===== config.mk =====
export PLATFORM = sky130hd
export DESIGN_NAME = latched_alarm_monitor_top
export DESIGN_NICKNAME = d
export VERILOG_FILES = /design/src/rtl/lam_pkg.sv /design/src/rtl/lam_cfg.sv /design/src/rtl/lam_timebase.sv /design/src/rtl/lam_core.sv /design/src/rtl/latched_alarm_monitor_top.sv
export VERILOG_INCLUDE_DIRS = /design/src /design/src/rtl
export SDC_FILE = /design/constraint.sdc
export NUM_CORES = 1
export LEC_CHECK = 0
export ABC_AREA = 1
export BUFFER_PORTS_ARGS = -buffer_cell sky130_fd_sc_hd__buf_2
export CAP_MARGIN = 5
export CORE_MARGIN = 4
export CORE_UTILIZATION = 30
export CTS_BUF_LIST = sky130_fd_sc_hd__clkbuf_4 sky130_fd_sc_hd__clkbuf_8 sky130_fd_sc_hd__clkbuf_16
export DETAILED_ROUTE_END_ITERATION = 10
export PLACE_DENSITY = 0.43
export SLEW_MARGIN = 20
export SYNTH_ARGS = -nofsm -noshare
export SYNTH_HDL_FRONTEND = slang
export SYNTH_SLANG_ARGS = --single-unit

===== constraint.sdc =====
create_clock -name clk -period 8.17 [get_ports clk]
set_input_delay 0.4085 -clock clk [delete_from_list [all_inputs] [get_ports clk]]
set_output_delay 0.4085 -clock clk [all_outputs]
set_load 0.05 [all_outputs]

===== src/rtl/latched_alarm_monitor_top_macros.svh =====
// Assertion macros shared by the alarm monitor RTL.
`ifndef LATCHED_ALARM_MONITOR_TOP_MACROS_SVH
`define LATCHED_ALARM_MONITOR_TOP_MACROS_SVH

// Same-cycle implication, checked out of reset.
`define LAM_ASSERT_IMP(lbl, ante, cons, msg) \
  lbl: assert property (@(posedge clk) disable iff (!rst_n) (ante) |-> (cons)) \
    else $error(msg);

// Next-cycle implication, checked out of reset.
`define LAM_ASSERT_NXT(lbl, ante, cons, msg) \
  lbl: assert property (@(posedge clk) disable iff (!rst_n) (ante) |=> (cons)) \
    else $error(msg);

`endif


===== src/rtl/lam_pkg.sv =====
// Types, codes and constants shared by the alarm monitor modules.
`default_nettype none

package lam_pkg;

  // Input operation codes
  localparam logic [1:0] OP_TICK  = 2'd0;
  localparam logic [1:0] OP_FRAME = 2'd1;
  localparam logic [1:0] OP_PRESS = 2'd2;

  // Frame type codes
  localparam logic [1:0] FT_ALERT     = 2'd1;
  localparam logic [1:0] FT_HEARTBEAT = 2'd2;

  typedef enum logic [1:0] {
    MON_IDLE    = 2'd0,
    MON_ALARM   = 2'd1,
    MON_OFFLINE = 2'd2,
    MON_LOWBATT = 2'd3
  } mon_state_t;

  // Configuration register indexes
  typedef enum logic [1:0] {
    CFG_LOW_BATT = 2'd0,
    CFG_TIMEOUT  = 2'd1,
    CFG_DEBOUNCE = 2'd2,
    CFG_VERSION  = 2'd3
  } cfg_idx_t;

  localparam int CFG_ADDR_W = 4;
  localparam int CFG_DATA_W = 32;

  localparam logic [15:0] RST_LOW_BATT_MV = 16'd3300;
  localparam logic [31:0] RST_TIMEOUT_MS  = 32'd900000;
  localparam logic [15:0] RST_DEBOUNCE_MS = 16'd300;
  localparam logic [7:0]  RST_VERSION     = 8'd1;

  // Pattern periods in milliseconds
  localparam int ALARM_SLOT  = 250;
  localparam int ALARM_PER   = 2 * ALARM_SLOT;
  localparam int OFFL_PER    = 8000;
  localparam int LOWB_PER    = 30000;
  localparam int IDLE_PER    = 3000;

  localparam int PH_ALARM_W = $clog2(ALARM_PER);
  localparam int PH_OFFL_W  = $clog2(OFFL_PER);
  localparam int PH_LOWB_W  = $clog2(LOWB_PER);
  localparam int PH_IDLE_W  = $clog2(IDLE_PER);

  localparam logic [PH_ALARM_W-1:0] ALARM_ON_START = PH_ALARM_W'(ALARM_SLOT);
  localparam logic [PH_OFFL_W-1:0]  OFFL_CHIRP     = PH_OFFL_W'(80);
  localparam logic [PH_OFFL_W-1:0]  OFFL_GAP_END   = PH_OFFL_W'(200);
  localparam logic [PH_OFFL_W-1:0]  OFFL_CHIRP2_END = PH_OFFL_W'(280);
  localparam logic [PH_LOWB_W-1:0]  LOWB_CHIRP     = PH_LOWB_W'(80);
  localparam logic [PH_IDLE_W-1:0]  IDLE_BLINK     = PH_IDLE_W'(40);

  localparam logic [PH_ALARM_W-1:0] ALARM_PH_LAST = PH_ALARM_W'(ALARM_PER - 1);
  localparam logic [PH_OFFL_W-1:0]  OFFL_PH_LAST  = PH_OFFL_W'(OFFL_PER - 1);
  localparam logic [PH_LOWB_W-1:0]  LOWB_PH_LAST  = PH_LOWB_W'(LOWB_PER - 1);
  localparam logic [PH_IDLE_W-1:0]  IDLE_PH_LAST  = PH_IDLE_W'(IDLE_PER - 1);

  typedef struct packed {
    logic [7:0]  expected_version;
    logic [15:0] debounce_ms;
    logic [31:0] offline_timeout_ms;
    logic [15:0] low_battery_mv;
  } cfg_t;

  typedef struct packed {
    logic [15:0] frame_battery_mv;
    logic [31:0] frame_seq;
    logic [1:0]  frame_type;
    logic [7:0]  frame_version;
    logic [1:0]  operation;
  } in_item_t;

  typedef struct packed {
    logic                  ack_active;
    logic [31:0]           ack_seq;
    logic                  ack_valid;
    logic                  status_led_on;
    logic                  alarm_led_on;
    logic                  buzzer_on;
    mon_state_t            monitor_state;
  } result_t;

  // Millisecond clock and its pattern phases
  typedef struct packed {
    logic [31:0]           time_ms;
    logic [PH_ALARM_W-1:0] ph_alarm;
    logic [PH_OFFL_W-1:0]  ph_offl;
    logic [PH_LOWB_W-1:0]  ph_lowb;
    logic [PH_IDLE_W-1:0]  ph_idle;
  } tb_t;

  localparam int IN_ITEM_W  = $bits(in_item_t);
  localparam int IN_DATA_W  = ((IN_ITEM_W + 7) / 8) * 8;
  localparam int RESULT_W   = $bits(result_t);
  localparam int OUT_DATA_W = ((RESULT_W + 7) / 8) * 8;

endpackage

`default_nettype wire


===== src/rtl/lam_cfg.sv =====
// APB register file holding the monitor configuration.
`default_nettype none

module lam_cfg
  import lam_pkg::*;
(
  input  wire logic                  clk,
  input  wire logic                  rst_n,
  input  wire logic                  psel,
  input  wire logic                  penable,
  input  wire logic                  pwrite,
  input  wire logic [CFG_ADDR_W-1:0] paddr,
  input  wire logic [CFG_DATA_W-1:0] pwdata,
  output logic      [CFG_DATA_W-1:0] prdata,
  output logic                       pready,
  output cfg_t                       cfg
);

  cfg_t     cfg_r;
  cfg_idx_t idx;
  logic     wr_en;

  assign pready = 1'b1;
  assign idx    = cfg_idx_t'(paddr[3:2]);
  assign wr_en  = psel && penable && pwrite && pready;
  assign cfg    = cfg_r;

  always_ff @(posedge clk) begin
    if (!rst_n) begin
      cfg_r.low_battery_mv     <= RST_LOW_BATT_MV;
      cfg_r.offline_timeout_ms <= RST_TIMEOUT_MS;
      cfg_r.debounce_ms        <= RST_DEBOUNCE_MS;
      cfg_r.expected_version   <= RST_VERSION;
    end else if (wr_en) begin
      unique case (idx)
        CFG_LOW_BATT: cfg_r.low_battery_mv     <= pwdata[15:0];
        CFG_TIMEOUT:  cfg_r.offline_timeout_ms <= pwdata[31:0];
        CFG_DEBOUNCE: cfg_r.debounce_ms        <= pwdata[15:0];
        CFG_VERSION:  cfg_r.expected_version   <= pwdata[7:0];
        default: ;
      endcase
    end
  end

  always_comb begin
    unique case (idx)
      CFG_LOW_BATT: prdata = {16'd0, cfg_r.low_battery_mv};
      CFG_TIMEOUT:  prdata = cfg_r.offline_timeout_ms;
      CFG_DEBOUNCE: prdata = {16'd0, cfg_r.debounce_ms};
      CFG_VERSION:  prdata = {24'd0, cfg_r.expected_version};
      default:      prdata = '0;
    endcase
  end

endmodule

`default_nettype wire


===== src/rtl/lam_timebase.sv =====
// Millisecond clock with running phase counters for the drive patterns.
`default_nettype none

module lam_timebase
  import lam_pkg::*;
(
  input  wire logic clk,
  input  wire logic rst_n,
  input  wire logic tick,
  output tb_t       tb_view
);

  tb_t tb_r;
  tb_t tb_nxt;

  // Phases restart together when the 32-bit clock wraps.
  always_comb begin
    tb_nxt = tb_r;
    if (tick) begin
      if (tb_r.time_ms == '1) begin
        tb_nxt = '0;
      end else begin
        tb_nxt.time_ms  = tb_r.time_ms + 32'd1;
        tb_nxt.ph_alarm = (tb_r.ph_alarm == ALARM_PH_LAST) ? '0 : tb_r.ph_alarm + 1'b1;
        tb_nxt.ph_offl  = (tb_r.ph_offl  == OFFL_PH_LAST)  ? '0 : tb_r.ph_offl  + 1'b1;
        tb_nxt.ph_lowb  = (tb_r.ph_lowb  == LOWB_PH_LAST)  ? '0 : tb_r.ph_lowb  + 1'b1;
        tb_nxt.ph_idle  = (tb_r.ph_idle  == IDLE_PH_LAST)  ? '0 : tb_r.ph_idle  + 1'b1;
      end
    end
  end

  assign tb_view = tb_nxt;

  always_ff @(posedge clk) begin
    if (!rst_n) begin
      tb_r <= '0;
    end else begin
      tb_r <= tb_nxt;
    end
  end

`include "latched_alarm_monitor_top_macros.svh"

  `LAM_ASSERT_IMP(a_phase_range, 1'b1, (tb_r.ph_alarm <= ALARM_PH_LAST) && (tb_r.ph_offl <= OFFL_PH_LAST) && (tb_r.ph_lowb <= LOWB_PH_LAST) && (tb_r.ph_idle <= IDLE_PH_LAST), "phase counter out of range")
  `LAM_ASSERT_NXT(a_wrap_clears, tick && (tb_r.time_ms == '1), tb_r == '0, "clock wrap left a phase set")
  `LAM_ASSERT_IMP(a_zero_aligned, tb_r.time_ms == '0, tb_r == '0, "phases not aligned to time zero")

endmodule

`default_nettype wire


===== src/rtl/lam_core.sv =====
// Latch, liveness and battery state plus the per-item result decode.
`default_nettype none

module lam_core
  import lam_pkg::*;
(
  input  wire logic     clk,
  input  wire logic     rst_n,
  input  wire logic     fire,
  input  wire in_item_t item,
  input  wire cfg_t     cfg,
  input  wire tb_t      tb,
  output result_t       result
);

  logic [31:0] last_frame_r, last_frame_nxt;
  logic [31:0] last_press_r, last_press_nxt;
  logic        batt_low_r, batt_low_nxt;
  logic        latched_r, latched_nxt;
  logic [31:0] latched_seq_r, latched_seq_nxt;
  logic [31:0] cleared_seq_r, cleared_seq_nxt;

  logic        frame_ok;
  logic        press_ok;
  logic        is_alert;
  logic        is_hb;
  logic        alert_new;
  logic [31:0] since_press;
  logic [31:0] since_frame;
  mon_state_t  mon;
  logic        buzz, aled, sled;

  assign frame_ok    = (item.operation == OP_FRAME) &&
                       (item.frame_version == cfg.expected_version);
  assign is_alert    = frame_ok && (item.frame_type == FT_ALERT);
  assign is_hb       = frame_ok && (item.frame_type == FT_HEARTBEAT);
  assign alert_new   = is_alert && (item.frame_seq != cleared_seq_r);
  assign since_press = tb.time_ms - last_press_r;
  assign press_ok    = (item.operation == OP_PRESS) &&
                       (since_press > {16'd0, cfg.debounce_ms});

  always_comb begin
    last_frame_nxt  = last_frame_r;
    last_press_nxt  = last_press_r;
    batt_low_nxt    = batt_low_r;
    latched_nxt     = latched_r;
    latched_seq_nxt = latched_seq_r;
    cleared_seq_nxt = cleared_seq_r;
    if (frame_ok) begin
      last_frame_nxt = tb.time_ms;
      if (item.frame_battery_mv != '0) begin
        batt_low_nxt = item.frame_battery_mv < cfg.low_battery_mv;
      end
      if (alert_new) begin
        latched_nxt     = 1'b1;
        latched_seq_nxt = item.frame_seq;
      end
    end
    if (press_ok) begin
      last_press_nxt = tb.time_ms;
      if (latched_r) begin
        latched_nxt     = 1'b0;
        cleared_seq_nxt = latched_seq_r;
      end
    end
  end

  assign since_frame = tb.time_ms - last_frame_nxt;

  always_comb begin
    if (latched_nxt) begin
      mon = MON_ALARM;
    end else if (since_frame > cfg.offline_timeout_ms) begin
      mon = MON_OFFLINE;
    end else if (batt_low_nxt) begin
      mon = MON_LOWBATT;
    end else begin
      mon = MON_IDLE;
    end
  end

  always_comb begin
    buzz = 1'b0;
    aled = 1'b0;
    sled = 1'b0;
    unique case (mon)
      MON_ALARM: begin
        aled = 1'b1;
        sled = 1'b1;
        buzz = tb.ph_alarm >= ALARM_ON_START;
      end
      MON_OFFLINE: begin
        buzz = (tb.ph_offl < OFFL_CHIRP) ||
               ((tb.ph_offl > OFFL_GAP_END) && (tb.ph_offl < OFFL_CHIRP2_END));
        sled = buzz;
      end
      MON_LOWBATT: begin
        buzz = tb.ph_lowb < LOWB_CHIRP;
        sled = buzz;
      end
      default: begin
        sled = tb.ph_idle < IDLE_BLINK;
      end
    endcase
  end

  always_comb begin
    result.monitor_state    = mon;
    result.buzzer_on        = buzz;
    result.alarm_led_on     = aled;
    result.status_led_on    = sled;
    result.ack_valid        = is_alert || is_hb;
    result.ack_seq          = (is_alert || is_hb) ? item.frame_seq : '0;
    result.ack_active       = alert_new;
  end

  always_ff @(posedge clk) begin
    if (!rst_n) begin
      last_frame_r  <= '0;
      last_press_r  <= '0;
      batt_low_r    <= 1'b0;
      latched_r     <= 1'b0;
      latched_seq_r <= '0;
      cleared_seq_r <= '0;
    end else if (fire) begin
      last_frame_r  <= last_frame_nxt;
      last_press_r  <= last_press_nxt;
      batt_low_r    <= batt_low_nxt;
      latched_r     <= latched_nxt;
      latched_seq_r <= latched_seq_nxt;
      cleared_seq_r <= cleared_seq_nxt;
    end
  end

`include "latched_alarm_monitor_top_macros.svh"

  `LAM_ASSERT_NXT(a_press_clears, fire && press_ok && latched_r, !latched_r && (cleared_seq_r == $past(latched_seq_r)), "press did not clear latch")
  `LAM_ASSERT_IMP(a_latch_not_cleared, latched_r, latched_seq_r != cleared_seq_r, "latched sequence equals cleared one")
  `LAM_ASSERT_IMP(a_active_needs_ack, result.ack_active, result.ack_valid && (result.monitor_state == MON_ALARM), "active ack without alarm")

endmodule

`default_nettype wire


===== src/rtl/latched_alarm_monitor_top.sv =====
// Top level of the latched alarm monitor: stream channels, APB config, pipeline.
//
// Usage:
//   in_*  : one transaction per item: a millisecond tick, a received frame or
//           a clear-button press (operation code in tdata).
//   out_* : exactly one result transaction per input item, in order: priority
//           state (alarm > offline > low battery > idle), buzzer and LED drive
//           for the current millisecond, and the acknowledgement fields.
//   cfg_* : APB registers at byte 0 low_battery_mv, 4 offline_timeout_ms,
//           8 debounce_ms, 12 expected_version; write only while idle.
// Timing: an item taken into the input register is processed into the result
//   register, which drives out_*; one item per cycle sustained while out_tready
//   is high. Per item, one pass of compare and subtract logic lies between the
//   input and result registers; the pattern phases are kept as running counters.
// Reset: synchronous rst_n restores the register defaults and clears the
//   clock, latch and flags; the channels come up empty.
// Stall: while out_tready is low the result holds and the input register can
//   still take one more item; in_tready drops only when both are full.
`default_nettype none

module latched_alarm_monitor_top
  import lam_pkg::*;
(
  input  wire logic                  clk,
  input  wire logic                  rst_n,
  // tdata: operation[1:0], frame_version[9:2], frame_type[11:10],
  //        frame_seq[43:12], frame_battery_mv[59:44], zero fill above
  input  wire logic                  in_tvalid,
  output logic                       in_tready,
  input  wire logic [IN_DATA_W-1:0]  in_tdata,
  // tdata: monitor_state[1:0], buzzer_on[2], alarm_led_on[3], status_led_on[4],
  //        ack_valid[5], ack_seq[37:6], ack_active[38], zero fill above
  output logic                       out_tvalid,
  input  wire logic                  out_tready,
  output logic      [OUT_DATA_W-1:0] out_tdata,
  input  wire logic                  cfg_psel,
  input  wire logic                  cfg_penable,
  input  wire logic                  cfg_pwrite,
  input  wire logic [CFG_ADDR_W-1:0] cfg_paddr,
  input  wire logic [CFG_DATA_W-1:0] cfg_pwdata,
  output logic      [CFG_DATA_W-1:0] cfg_prdata,
  output logic                       cfg_pready
);

  cfg_t     cfg;
  tb_t      tb;
  result_t  result;

  in_item_t item_r;
  logic     item_vld_r;
  result_t  res_r;
  logic     res_vld_r;

  logic     advance;
  logic     fire;
  logic     in_acc;

  // Result register free or being drained this cycle.
  assign advance   = !res_vld_r || out_tready;
  assign fire      = item_vld_r && advance;
  assign in_tready = !item_vld_r || advance;
  assign in_acc    = in_tvalid && in_tready;

  lam_cfg u_cfg (
    .clk     (clk),
    .rst_n   (rst_n),
    .psel    (cfg_psel),
    .penable (cfg_penable),
    .pwrite  (cfg_pwrite),
    .paddr   (cfg_paddr),
    .pwdata  (cfg_pwdata),
    .prdata  (cfg_prdata),
    .pready  (cfg_pready),
    .cfg     (cfg)
  );

  // Advance the millisecond clock only when a tick item is processed.
  lam_timebase u_timebase (
    .clk     (clk),
    .rst_n   (rst_n),
    .tick    (fire && (item_r.operation == OP_TICK)),
    .tb_view (tb)
  );

  lam_core u_core (
    .clk    (clk),
    .rst_n  (rst_n),
    .fire   (fire),
    .item   (item_r),
    .cfg    (cfg),
    .tb     (tb),
    .result (result)
  );

  // Input register: load on accept, drop once processed.
  always_ff @(posedge clk) begin
    if (!rst_n) begin
      item_vld_r <= 1'b0;
    end else if (in_acc) begin
      item_vld_r <= 1'b1;
    end else if (fire) begin
      item_vld_r <= 1'b0;
    end
  end

  always_ff @(posedge clk) begin
    if (in_acc) begin
      item_r <= in_tdata[IN_ITEM_W-1:0];
    end
  end

  // Result register: hold while the receiver stalls.
  always_ff @(posedge clk) begin
    if (!rst_n) begin
      res_vld_r <= 1'b0;
    end else if (fire) begin
      res_vld_r <= 1'b1;
    end else if (out_tready) begin
      res_vld_r <= 1'b0;
    end
  end

  always_ff @(posedge clk) begin
    if (fire) begin
      res_r <= result;
    end
  end

  assign out_tvalid = res_vld_r;
  assign out_tdata  = {{(OUT_DATA_W - RESULT_W){1'b0}}, res_r};

endmodule

`default_nettype wire


**After elaboration in Yosys (flattened, before gate mapping)**

Cells that the tools add are included.

- Output and inout bits: 75
- Flip-flop bits (word level): 384
- Input bits: 107
- Word-level logic and storage cells: 115

- Order comparisons: 9
- Add/sub/neg operators: 7
- Muxes and demuxes: 24
- Reductions and logical operators: 29
- Eq/ne operators: 17

Operators with widths:

| cell | count |
|---|---|
| $mux 81 | 2 |
| $pmux 32 s4 | 1 |
| $sub 32x32->32 | 2 |
| $add 32x1->32 const B | 1 |
| $eq 32x32->1 const B | 1 |
| $gt 32x16->1 | 1 |
| $gt 32x32->1 | 1 |
| $mux 32 | 1 |
| $ne 32x32->1 | 1 |
| $lt 16x16->1 | 1 |
| $reduce_bool 16->1 | 1 |
| $add 15x1->15 const B | 1 |
| $eq 15x15->1 const B | 1 |
| $lt 15x7->1 const B | 1 |
| $mux 15 | 1 |
| $add 13x1->13 const B | 1 |
| $eq 13x13->1 const B | 1 |
| $gt 13x8->1 const B | 1 |
| $lt 13x7->1 const B | 1 |
| $lt 13x9->1 const B | 1 |
| $mux 13 | 1 |
| $add 12x1->12 const B | 1 |
| $eq 12x12->1 const B | 1 |
| $eq 2x2->1 const B | 6 |
| 18 further kinds | 55 |

**Longest topological paths before layout**

- Word-level depth: 12
- Mapped depth: 40

**Modules after synthesis**

A second synthesis with hierarchy kept.

- Cell total of the unflattened synthesis: 3,503
- Area, all modules: 23,849.1 um2

Modules (own cells, without submodules):

| module | area an instance (um2) | seq. area each (um2) | instances | cells an instance |
|---|---|---|---|---|
| lam_core | 12,294.3 | 2,602.5 | 1 | 2,009 |
| lam_timebase | 5,101.1 | 1,621.6 | 1 | 853 |
| lam_cfg | 3,362.0 | 1,441.4 | 1 | 524 |
| latched_alarm_monitor_top | 3,091.7 | 3,012.9 | 1 | 117 |

**Worst setup path before layout**

No wires, ideal clock.

- Path kind: reg2reg
- Start: register res_vld_r (netlist: out_tvalid)
- End: register res_r (netlist bit out_tdata[2]), data pin
- Stages on the path, launching flop included: 38
- Path buffers: 3
- Setup slack: 2.093 ns
- Library setup time: 0.253 ns
- Required time: 7.917 ns
- Data arrival time: 5.824 ns
- Clock period less this slack: 6.077 ns
- Cell sequence: dfxtp_1 > nand2_1 > nand3_2 > buf_2 > clkbuf_1 > buf_1 > nor2_1 > xor2_1 > inv_1 > nor2_1 > a21oi_1 > ha_1 > nand2_1 > o21ai_0 > a21oi_1 > o21ai_0 > a21boi_0 > inv_1 > (+2 left out) > a21oi_1 > o21ai_0 > a31oi_1 > o21ai_0 > xor2_1 > ha_1 > nand2_1 > nor2_1 > a211oi_1 > o221ai_1 > a21oi_1 > o21ai_0 > o21ai_0 > nand3_1 > nand2_1 > nor2_1 > nand2_1 > nand2_1

RTL lines:

| element | RTL line | RTL |
|---|---|---|
| from (decl) | latched_alarm_monitor_top.sv:52 | `logic res_vld_r;` |
| from (signal assigned) | latched_alarm_monitor_top.sv:115 | `res_vld_r <= 1'b0;` |
| from (signal assigned) | latched_alarm_monitor_top.sv:117 | `res_vld_r <= 1'b1;` |
| from (signal assigned) | latched_alarm_monitor_top.sv:119 | `res_vld_r <= 1'b0;` |
| to (signal assigned) | latched_alarm_monitor_top.sv:125 | `res_r <= result;` |
| to (decl) | latched_alarm_monitor_top.sv:51 | `result_t res_r;` |

==> results.ini <==
[detailed_routing]
postRouteAntennaNets=0
drc=0
routedWlPerCell_um=17.0
drtIter0Drc=1260
first_pass_iters=5
routed_wl_um=68700
vias=19200
viasPerCell=4.77

[clock_network]
clk_latency_ns=0.61
htreeDepth=2
clockBufferDepth=3
cts_tree=done
cts_sinks=384
clk_pin_slew_ns=0.06
cts_buffers=46
root_buffer=clkbuf_16

[global_routing]
grtUsageTotal_pct=17.8
grt_antenna_before_repair=3
grt_max_degree=91
grt_pass1_vias=18600
grt_pass1_wl_um=106000
gr-total-overflow=0

[timing]
tightest_slew_ns=1.03
skew_ns=0.0334
worst_slack_ns=0.850
hold_violations=0
finalCritPeriodShare_pct=89.6
rsz0062_at_grt=no
fmax_ghz=0.137
fin_tns_setup_ns=0
period_needed_ns=7.32
drv_slew=0
maxSlewHeadroom_pct=31.3
setup_viol=0

[worst_setup_path]
r2r-start=u_timebase.tb_r[49]$_SDFF_PN0_
endpoint_kind=flop
crit_path_end=out_tdata[4]$_DFFE_PP_
slowest_stage=dfxtp_1
path_class=flop to flop
critPathMaxStageDelay_ns=0.38
required_ns=8.51
critPathMaxFanout=10
start_kind=flop
cp.arrival_ns=7.66
rr_endpoint=out_tdata[4]$_DFFE_PP_
ff2ff_path_depth=41
critPathLaunch=u_timebase.tb_r[49]$_SDFF_PN0_
rrSetupSlack_ns=0.85

[hold_path]
hold_class=primary input to flop

[placed_design]
place_inst=3884
gp_congestion=0.898
preCtsSetupSlack_ns=0.780
hpwlAfterDp_um=52100
portBuffers=173

[cells_and_area]
layout.nets=3290
fillCellCount=7411
stdcell_count=4031
final_layout_size_suffix_gt1_share_pct=11.0
area_growth_pct=18.8

[floorplan]
die_w_um=275
start_util_pct=30.3
io_pins=182
core_um2=70300
chipHeight_um=275
die_area_um2=75400
row_count=97

[power_and_ir_drop]
power_density_nw_per_um2=193
leakagePower_nw=11.2
ir_drop_v=0.000124

[logic_synthesis]
yosysWarnings=0
synth_edf_count=99
yosysTopAreaCell=dfxtp_1
avgSynthCellArea_um2=7.50
synth_top_flop_cell=dfxtp_1
ys_top_cells_by_area=dfxtp_1 27%, edfxtp_1 14%, nand2_1 8.6%, ha_1 7.6%, inv_1 7.2%
netlist_instances=2840
syn_nets=3077
yosysTopAreaCellShare_pct=26.8
synthArstFlopShare_pct=0
ys_seq_area_share_pct=40.7
mappedNetlistArea_um2=21300
synth.distinct_cells=57
ys_ff_latch=384

[job]
maxCapViolCount=0

[outcome]
status=finished clean

metrics by stage:
stage	power, mW	cell area (µm²)	hold WS [ns]	utilization [%]
CTS	4.95	25300	0.00380	36.0
detailed placement	2.75	23100	0.455	32.9
global route	5.10	25300	0.0296	36.0
finish	4.88	25300	0.0411	36.0
global placement	2.74	23100	0.448	32.9
floorplan	2.53	21300	0.433	-
layer usage:
layer | up-vias | global-route usage, % | part of all wire [%]
met2 | 383 | 28.7 | 45
met4 | 2 | 4.97 | 2.7
li1 | 9815 | - | -
met3 | 96 | 2.51 | 4.4
met1 | 8937 | 25.0 | 48
met5 | - | 0 | 0.019
state kept, by name (all words and copies together) (netlist names):
| register | count |
|---|---|
| item_r | 60 |
| u_core.latched_seq_r | 32 |
| u_core.last_frame_r | 32 |
| u_core.latched_r | 1 |
| u_core.batt_low_r | 1 |
| out_tdata | 39 |
| u_timebase.tb_r | 81 |
| out_tvalid | 1 |
| u_core.cleared_seq_r | 32 |
| u_cfg.cfg | 72 |
| item_vld_r | 1 |
| u_core.last_press_r | 32 |
critical path: cells and delay by family, from the launching register on:
kind | cells | cell delay (ns)
AO/OA/AOI/OAI | 13 | 2.48
XOR/XNOR | 1 | 0.17
adder cells (fa/ha/maj) | 3 | 0.83
buffers and inverters | 7 | 0.74
flip-flops | 1 | 0.38
AND/OR/NAND/NOR | 17 | 2.47
cell families (layout without fill, tap and decap cells):
logic type	after synthesis	count (layout)	share of synthesized area, %
DFF	384	384	40.7
adders and majority gates	130	130	7.67
and+or+nand+nor	1088	1088	21.7
buffers and inverters	509	759	9.34
AOI/OAI and AO/OA	632	632	16.7
xor gates and xnor gates	94	94	3.86
other	2	3	0.0352
muxes	1	1	0.0470
where the power goes:
part           internal (mW)  leakage (nW)  switching (mW)  total (mW)
combinational          0.234          7.19           0.474       0.708
clock                   1.26         0.790           0.872        2.14
sequential              2.01          3.25          0.0254        2.03
how the worst min path moves through the flow:
stage / endpoint / slack, ns / cells past startpoint / start
2_1_floorplan: u_core.last_press_r[29]$_SDFFE_PN0P_ / 0.43 / 2 / u_core.last_press_r[29]$_SDFFE_PN0P_
3_3_place_gp: u_core.last_press_r[13]$_SDFFE_PN0P_ / 0.45 / 2 / u_core.last_press_r[13]$_SDFFE_PN0P_
3_5_place_dp: u_core.last_press_r[23]$_SDFFE_PN0P_ / 0.46 / 2 / u_core.last_press_r[23]$_SDFFE_PN0P_
4_1_cts: u_cfg.cfg[35]$_SDFFE_PN1P_ / 0.004 / 3 / cfg_pwdata[19]
5_1_grt: u_cfg.cfg[35]$_SDFFE_PN1P_ / 0.03 / 3 / cfg_pwdata[19]
6_report: u_cfg.cfg[35]$_SDFFE_PN1P_ / 0.04 / 3 / cfg_pwdata[19]
cell usage in the layout, fill, tap and decap left out, drive strengths merged, types with 12 or more instances in the layout:
cell and n:
a211oi 12, a21oi 281, buf 199, clkbuf 62, clkinv 22, dfxtp 285, dlygate4sd3 61, edfxtp 99
ha 129, inv 411, nand2 505, nand3 78, nand4 42, nor2 390, nor3 38, nor4 18
o211ai 46, o21a 14, o21ai 211, o221ai 14, xnor2 38, xor2 56
layout make-up:
| class | count | area, µm² | share of cell area [%] |
|---|---|---|---|
| Inverter | 414 | 1560 | 6.15 |
| Sequential cell | 384 | 8680 | 34.3 |
| Timing Repair Buffer | 260 | 1680 | 6.63 |
| Clock inverter | 23 | 260 | 1.03 |
| Clock buffer | 62 | 1320 | 5.19 |
| Antenna cell | 1 | 2.50 | 0.00988 |
| Tap cell | 940 | 1180 | 4.64 |
| Multi-Input combinational cell | 1947 | 10700 | 42.1 |
timing repair:
item / in CTS / in global routing
buffers inserted: 0 / 0
endpoints found under the setup margin: 0 / 2
hold buffers: 61 / 0
hold endpoints to repair: 61 / 0
gates resized for setup: 0 / 1
Yosys cell counts (46+ instances only):
cell / number
xor2_1: 56
edfxtp_1: 99
ha_1: 129
nand3_1: 73
o21ai_0: 207
dfxtp_1: 285
o211ai_1: 46
inv_1: 410
nand2_1: 490
a21oi_1: 281
clkbuf_1: 67
nor2_1: 361
Note: power is estimated with default switching activity, not from simulation.
